===== src/sv/bpa_pkg.sv =====
// shared types, constants and codes of the buddy page allocator
// no dependencies; used by every module of the block but bpa_ram
`default_nettype none

package bpa_pkg;

  localparam int NUM_FRAMES_DEF  = 1024;
  localparam int ORDER_COUNT_DEF = 11;
  localparam int FRAME_BYTES_DEF = 4096;

  localparam logic [31:0] REGION_RESET = 32'h1000_0000;

  // frame state code: order of a free block head, or one of two markers
  localparam int STATE_W = 5;
  localparam logic [STATE_W-1:0] FS_FREE_PART = 5'd30;
  localparam logic [STATE_W-1:0] FS_ALLOCATED = 5'd31;

  localparam logic [1:0] ST_OK           = 2'd0;
  localparam logic [1:0] ST_OOM          = 2'd1;
  localparam logic [1:0] ST_ALREADY_FREE = 2'd2;
  localparam logic [1:0] ST_RANGE        = 2'd3;

  localparam logic OP_ALLOC = 1'b0;
  localparam logic OP_FREE  = 1'b1;

  typedef struct packed {
    logic        op;
    logic [22:0] size_bytes;
    logic [31:0] address;
  } bpa_req_t;

  typedef struct packed {
    logic [1:0]  status;
    logic [31:0] block_address;
    logic [10:0] block_frames;
  } bpa_rsp_t;

  typedef enum logic [4:0] {
    CMD_NONE,
    CMD_CLEAR,
    CMD_LOAD,
    CMD_SRCH,
    CMD_SPL_RD,
    CMD_SPL_POP,
    CMD_SPL_UP,
    CMD_SPL_LOW,
    CMD_POP_RD,
    CMD_POP,
    CMD_MARK,
    CMD_FS_RD,
    CMD_FREE_HEAD,
    CMD_FREE_PART,
    CMD_PUSH,
    CMD_MRG_RD,
    CMD_MRG_NTOP,
    CMD_WALK_RD,
    CMD_WALK_NXT,
    CMD_FND_RD,
    CMD_FND_LINK,
    CMD_FND_PUSH,
    CMD_RESULT
  } bpa_cmd_t;

  // which list head the datapath looks at this cycle
  typedef enum logic [1:0] {
    HS_K,
    HS_E,
    HS_M,
    HS_M1
  } bpa_hsel_t;

  typedef struct packed {
    bpa_cmd_t   cmd;
    bpa_hsel_t  hsel;
    logic [1:0] res_status;
  } bpa_ctl_t;

  typedef struct packed {
    logic too_big;
    logic is_free;
    logic below_base;
    logic k_at_end;
    logic head_empty;
    logic k_gt_e;
    logic mark_more;
    logic part_more;
    logic range_bad;
    logic fs_alloc;
    logic merge_ok;
    logic walk_more;
    logic walk_hit;
    logic clear_last;
    logic out_free;
  } bpa_stat_t;

  typedef enum logic [4:0] {
    S_CLEAR,
    S_IDLE,
    S_DISPATCH,
    S_SRCH,
    S_SPLCHK,
    S_SPLPOP,
    S_SPLUP,
    S_SPLLOW,
    S_POP,
    S_MARK,
    S_RCHK,
    S_FSCHK,
    S_PART,
    S_MCHK,
    S_MNTOP,
    S_WALK,
    S_WNXT,
    S_FLINK,
    S_FPUSH,
    S_RES_OK,
    S_RES_OOM,
    S_RES_AFREE,
    S_RES_RANGE
  } bpa_state_t;

endpackage

`default_nettype wire


===== src/sv/bpa_ctrl.sv =====
// sequencer of the buddy page allocator: walks each request through its steps
// depends on bpa_pkg for state, command and status types
`default_nettype none

module bpa_ctrl (
  input  wire logic              clk,
  input  wire logic              rst_n,
  input  wire logic              in_valid,
  input  wire bpa_pkg::bpa_stat_t stat,
  output logic                   in_ready,
  output bpa_pkg::bpa_ctl_t      ctl
);

  bpa_pkg::bpa_state_t state_r, state_nxt;

  always_ff @(posedge clk) begin
    if (!rst_n) begin
      state_r <= bpa_pkg::S_CLEAR;
    end else begin
      state_r <= state_nxt;
    end
  end

  always_comb begin
    state_nxt      = state_r;
    ctl.cmd        = bpa_pkg::CMD_NONE;
    ctl.hsel       = bpa_pkg::HS_K;
    ctl.res_status = bpa_pkg::ST_OK;
    in_ready       = 1'b0;
    unique case (state_r)
      bpa_pkg::S_CLEAR: begin
        ctl.cmd = bpa_pkg::CMD_CLEAR;
        if (stat.clear_last) state_nxt = bpa_pkg::S_IDLE;
      end
      bpa_pkg::S_IDLE: begin
        in_ready = 1'b1;
        if (in_valid) begin
          ctl.cmd   = bpa_pkg::CMD_LOAD;
          state_nxt = bpa_pkg::S_DISPATCH;
        end
      end
      bpa_pkg::S_DISPATCH: begin
        if (!stat.is_free) begin
          state_nxt = stat.too_big ? bpa_pkg::S_RES_OOM : bpa_pkg::S_SRCH;
        end else begin
          state_nxt = (stat.too_big || stat.below_base) ? bpa_pkg::S_RES_RANGE
                                                        : bpa_pkg::S_RCHK;
        end
      end
      bpa_pkg::S_SRCH: begin
        priority if (stat.k_at_end) begin
          state_nxt = bpa_pkg::S_RES_OOM;
        end else if (!stat.head_empty) begin
          state_nxt = bpa_pkg::S_SPLCHK;
        end else begin
          ctl.cmd = bpa_pkg::CMD_SRCH;
        end
      end
      bpa_pkg::S_SPLCHK: begin
        // k equals e on the final pop, so the head at k is the head at e
        if (stat.k_gt_e) begin
          ctl.cmd   = bpa_pkg::CMD_SPL_RD;
          state_nxt = bpa_pkg::S_SPLPOP;
        end else begin
          ctl.cmd   = bpa_pkg::CMD_POP_RD;
          state_nxt = bpa_pkg::S_POP;
        end
      end
      bpa_pkg::S_SPLPOP: begin
        ctl.cmd   = bpa_pkg::CMD_SPL_POP;
        state_nxt = bpa_pkg::S_SPLUP;
      end
      bpa_pkg::S_SPLUP: begin
        ctl.cmd   = bpa_pkg::CMD_SPL_UP;
        state_nxt = bpa_pkg::S_SPLLOW;
      end
      bpa_pkg::S_SPLLOW: begin
        ctl.cmd   = bpa_pkg::CMD_SPL_LOW;
        state_nxt = bpa_pkg::S_SPLCHK;
      end
      bpa_pkg::S_POP: begin
        ctl.cmd   = bpa_pkg::CMD_POP;
        state_nxt = bpa_pkg::S_MARK;
      end
      bpa_pkg::S_MARK: begin
        if (stat.mark_more) ctl.cmd = bpa_pkg::CMD_MARK;
        else state_nxt = bpa_pkg::S_RES_OK;
      end
      bpa_pkg::S_RCHK: begin
        if (stat.range_bad) begin
          state_nxt = bpa_pkg::S_RES_RANGE;
        end else begin
          ctl.cmd   = bpa_pkg::CMD_FS_RD;
          state_nxt = bpa_pkg::S_FSCHK;
        end
      end
      bpa_pkg::S_FSCHK: begin
        if (!stat.fs_alloc) begin
          state_nxt = bpa_pkg::S_RES_AFREE;
        end else begin
          ctl.cmd   = bpa_pkg::CMD_FREE_HEAD;
          state_nxt = bpa_pkg::S_PART;
        end
      end
      bpa_pkg::S_PART: begin
        ctl.hsel = bpa_pkg::HS_E;
        if (stat.part_more) begin
          ctl.cmd = bpa_pkg::CMD_FREE_PART;
        end else begin
          ctl.cmd   = bpa_pkg::CMD_PUSH;
          state_nxt = bpa_pkg::S_MCHK;
        end
      end
      bpa_pkg::S_MCHK: begin
        ctl.hsel = bpa_pkg::HS_M;
        if (stat.merge_ok) begin
          ctl.cmd   = bpa_pkg::CMD_MRG_RD;
          state_nxt = bpa_pkg::S_MNTOP;
        end else begin
          state_nxt = bpa_pkg::S_RES_OK;
        end
      end
      bpa_pkg::S_MNTOP: begin
        ctl.cmd   = bpa_pkg::CMD_MRG_NTOP;
        state_nxt = bpa_pkg::S_WALK;
      end
      bpa_pkg::S_WALK: begin
        priority if (!stat.walk_more) begin
          state_nxt = bpa_pkg::S_RES_OK;
        end else if (stat.walk_hit) begin
          ctl.cmd   = bpa_pkg::CMD_FND_RD;
          state_nxt = bpa_pkg::S_FLINK;
        end else begin
          ctl.cmd   = bpa_pkg::CMD_WALK_RD;
          state_nxt = bpa_pkg::S_WNXT;
        end
      end
      bpa_pkg::S_WNXT: begin
        ctl.cmd   = bpa_pkg::CMD_WALK_NXT;
        state_nxt = bpa_pkg::S_WALK;
      end
      bpa_pkg::S_FLINK: begin
        ctl.hsel  = bpa_pkg::HS_M;
        ctl.cmd   = bpa_pkg::CMD_FND_LINK;
        state_nxt = bpa_pkg::S_FPUSH;
      end
      bpa_pkg::S_FPUSH: begin
        ctl.hsel  = bpa_pkg::HS_M1;
        ctl.cmd   = bpa_pkg::CMD_FND_PUSH;
        state_nxt = bpa_pkg::S_MCHK;
      end
      bpa_pkg::S_RES_OK, bpa_pkg::S_RES_OOM,
      bpa_pkg::S_RES_AFREE, bpa_pkg::S_RES_RANGE: begin
        unique case (state_r)
          bpa_pkg::S_RES_OOM:   ctl.res_status = bpa_pkg::ST_OOM;
          bpa_pkg::S_RES_AFREE: ctl.res_status = bpa_pkg::ST_ALREADY_FREE;
          bpa_pkg::S_RES_RANGE: ctl.res_status = bpa_pkg::ST_RANGE;
          default:              ctl.res_status = bpa_pkg::ST_OK;
        endcase
        // hold the result here until the output register has room
        if (stat.out_free) begin
          ctl.cmd   = bpa_pkg::CMD_RESULT;
          state_nxt = bpa_pkg::S_IDLE;
        end
      end
      default: state_nxt = bpa_pkg::S_IDLE;
    endcase
  end

endmodule

`default_nettype wire


===== config.mk =====
export PLATFORM = sky130hd
export DESIGN_NAME = bpa_ctrl
export DESIGN_NICKNAME = d
export VERILOG_FILES = /design/src/sv/bpa_pkg.sv /design/src/sv/bpa_ctrl.sv
export SDC_FILE = /design/constraint.sdc
export NUM_CORES = 1
export LEC_CHECK = 0
export ABC_CLOCK_PERIOD_IN_PS = 1350
export BUFFER_PORTS_ARGS = -buffer_cell sky130_fd_sc_hd__buf_2
export CAP_MARGIN = 40
export CORE_MARGIN = 4
export CORE_UTILIZATION = 47
export DETAILED_ROUTE_END_ITERATION = 8
export GPL_TIMING_DRIVEN = 0
export HOLD_SLACK_MARGIN = 0.05
export PLACE_DENSITY = 0.76
export SLEW_MARGIN = 30
export SYNTH_ARGS = -nofsm -noshare
export SYNTH_HDL_FRONTEND = slang
export SYNTH_SLANG_ARGS = --single-unit

===== constraint.sdc =====
create_clock -name clk -period 1.35 [get_ports clk]
set_input_delay 0.135 -clock clk [delete_from_list [all_inputs] [get_ports clk]]
set_output_delay 0.135 -clock clk [all_outputs]
set_load 0.02 [all_outputs]

==> results.yml <==
pwr:
  ir_worst_vdd_uv: 1470
  leakage_power_nw: 0.778
  power_density_nw_per_um2: 1550
final_layout:
  max_reg_flops: 5
  num_antenna_cells: 0
  synthToLayoutAreaGrowth_pct: 95.9
  final_layout_size_suffix_gt1_frac: 0.600
  n_fill_cell: 38
  final_cell_mix: "30 x sky130_fd_sc_hd__buf_4, 17 x sky130_fd_sc_hd__buf_2, 16 x sky130_fd_sc_hd__buf_6"
  largest_register: "state_r"
  final_common_cell: "sky130_fd_sc_hd__buf_4"
  biggestRegsByFlops: "state_r: 5 flops"
  area.sequential_um2: 116
  multi_input_comb_area_um2: 1030
  nNetsFinal: 234
synthesis:
  yosysWarnings: 0
  synth.distinct_cells: 52
  yosysSeqAreaShare: 0.103
  synthXorXnorAreaFrac: 0.0181
  postSynth.topFlopCell: "sky130_fd_sc_hd__dfxtp_1"
  synth_enable_flop_cells: 0
  share_of_yosys_cell_area_claimed_by_the_top_area_cell_type: 0.103
  postSynthNetCount: 168
  synthesis.instances: 150
  asyncSetResetFlopFracSynth: 0
  yosys.area_share.simple: 0.437
  share_of_the_synthesized_area_in_compound_gates_ao_oa_aoi_oai: 0.339
  synth_top_family_by_area: "simple AND/OR/NAND/NOR gates"
  yosys_register_bits: 5
  synth.area.top_cells: "sky130_fd_sc_hd__dfxtp_1 10%, sky130_fd_sc_hd__nand2_1 7.4%, sky130_fd_sc_hd__a21oi_1 6.2%, sky130_fd_sc_hd__nor2_1 5.0%, sky130_fd_sc_hd__nand3_1 4.1%"
  post-synth-top-area-cell: "sky130_fd_sc_hd__dfxtp_1"
  syn_avg_cell_area_um2: 6.46
  synth_fa_ha_area_frac: 0
  synth_area_um2: 968
  muxShareOfSynthArea: 0.0103
grt:
  overflow: 0
  met1_usage_in_global_routing: 0.483
  grt-busiest-layer: "met2"
  global_route.usage.met3: 0.155
  grt_usage: 0.392
  antenna_found_initial: 0
  grt_start_max_net_pins: 11
  met2_track_utilization_from_global_routing: 0.561
  grt_first_pass_wirelength_um: 7980
  grt_pass1_vias: 1522
floorplanning:
  dieArea_um2: 2850
  die_height_um: 53.4
  initial_core_util: 0.494
  row_count: 16
  design.core.area_um2: 1960
  io-pin-count: 28
  floorplan.die.width_um: 53.4
route:
  detailedRoute.firstIterationViolations: 287
  count_of_vias_placed_by_the_detailed_router: 1886
  drtPass1Iterations: 9
  drt_drc_violations_left: 83
  postRouteWirelength_um: 6980
  route.detailed.vias_per_inst: 7.79
  routedWlPerCell_um: 28.8
  ant_nets: 0
flow_run:
  max_cap_viol_count: 0
clock_network:
  htreeDepth: 1
  clock_latency_ns: 0.26
  count_of_clock_tree_sinks: 5
  post_cts_hold_buffer_count: 0
  numCtsBuffers: 3
  clock_tree.buffer_depth: 2
  clock-root-buffer: "sky130_fd_sc_hd__clkbuf_4"
  clkTransAtPathRegs_ns: 0.04
  tritoncts: "built"
timing:
  tightestPinTransition_ns: 0.425
  timing.fmax_ghz: 0.519
  timing.final.crit_period_ns: 1.93
  final_critical_path_setup_slack_ns: -0.577
  fin_crit_sh: 1.43
  grt_setup_unrepaired: "yes"
  fin_worst_skew_ns: 0.0126
  final-setup-viol-count: 15
  finalHoldViolations: 0
  slew_viols_final: 0
  worst_slew_margin_rel: 0.715
  timing.hold.ws_ns: 0.297
  finalSetupTns_ns: -6.14
placed_design:
  buffer_ports.inserted: 26
  gp_congestion: 1.02
  dpl.hpwl_um: 2590
worst_setup_path:
  timing.setup.critical_path_class: "reg -> out"
  critical_path.max_fanout: 10
  worst-endpoint-required_ns: 1.22
  critPathLaunchType: "flip-flop"
  cp.arrival_ns: 1.79
  worstSetupEndpointType: "output pin"
worst_hold_path:
  min-delay-path-class: "in -> reg"
outcome:
  run_status: "complete, but fails checks"
  violations_in_the_final_reports: "DRC, setup timing"
routing by layer:
layer / vias up / routed length (µm)
met4: 0 / 787
met3: 112 / 1180
met2: 251 / 2710
met1: 829 / 2310
met5: - / 0
li1: 694 / -
stage by stage:
stage                     utilization  area (µm²)  total power, mW  worst slack (ns)  std cells
after floorplan                     -        1030             1.22            -0.257        150
after global placement          0.610        1200             1.52            -0.389        203
after detailed placement        0.610        1200             1.53            -0.374        203
after CTS                       0.819        1610             2.27            -0.411        227
after global routing            0.967        1900             2.99            -0.593        242
final                           0.967        1900             2.95            -0.577        242
critical path, stage by stage, from the launching register on:
cell and delay, ns:
sky130_fd_sc_hd__dfxtp_2 0.38, sky130_fd_sc_hd__buf_6 0.13, sky130_fd_sc_hd__buf_8 0.13, sky130_fd_sc_hd__buf_12 0.14
sky130_fd_sc_hd__nand4b_1 0.17, sky130_fd_sc_hd__o21ai_1 0.16, sky130_fd_sc_hd__nand2_1 0.11, sky130_fd_sc_hd__nand4_1 0.15
sky130_fd_sc_hd__buf_6 0.14
final cells by class:
| class | count | area share |
|---|---|---|
| plain buffers | 12 | 0.0871 |
| flip-flops and latches | 5 | 0.0613 |
| repair buffers | 62 | 0.271 |
| inverters | 4 | 0.00792 |
| well taps | 27 | 0.0178 |
| multi-input cells | 128 | 0.541 |
| clock buffers | 4 | 0.0139 |
where the power goes:
| part | internal (mW) | switching (mW) | total, mW |
|---|---|---|---|
| Sequential | 0.194 | 0.0711 | 0.265 |
| Combinational | 1.16 | 1.33 | 2.49 |
| Clock | 0.113 | 0.0814 | 0.194 |
what timing repair did:
item	in CTS	in global routing
gates resized for setup	63	38
cloned	1	1
setup endpoints to repair	15	15
buffers inserted	20	16
hold endpoints to repair	0	0
pin swaps	15	16
cell usage after synthesis, types with 4 or more instances:
library cell / n
sky130_fd_sc_hd__nand2_1: 19
sky130_fd_sc_hd__nor2_1: 13
sky130_fd_sc_hd__a21oi_1: 12
sky130_fd_sc_hd__nand3_1: 8
sky130_fd_sc_hd__buf_2: 6
sky130_fd_sc_hd__nand4_1: 6
sky130_fd_sc_hd__buf_4: 5
sky130_fd_sc_hd__dfxtp_1: 5
sky130_fd_sc_hd__nand3b_1: 5
sky130_fd_sc_hd__nor3_1: 5
sky130_fd_sc_hd__o21ai_0: 5
sky130_fd_sc_hd__nor2b_1: 4
kinds of logic after synthesis:
| group | Yosys count |
|---|---|
| xor+xnor | 2 |
| compound gates | 47 |
| flops | 5 |
| mux | 1 |
| buf+inv | 17 |
| simple gates | 78 |
path summary, 6_finish.rpt:
path / to / from / cells past startpoint / slack (ns)
min: state_r[0] / rst_n / 3 / 0.30
max: ctl[6] / state_r[1] / 8 / -0.58
max reg2reg: state_r[4] / state_r[1] / 9 / -0.55
min reg2reg: state_r[2] / state_r[2] / 4 / 0.87
(Power assumes the default switching activity.)
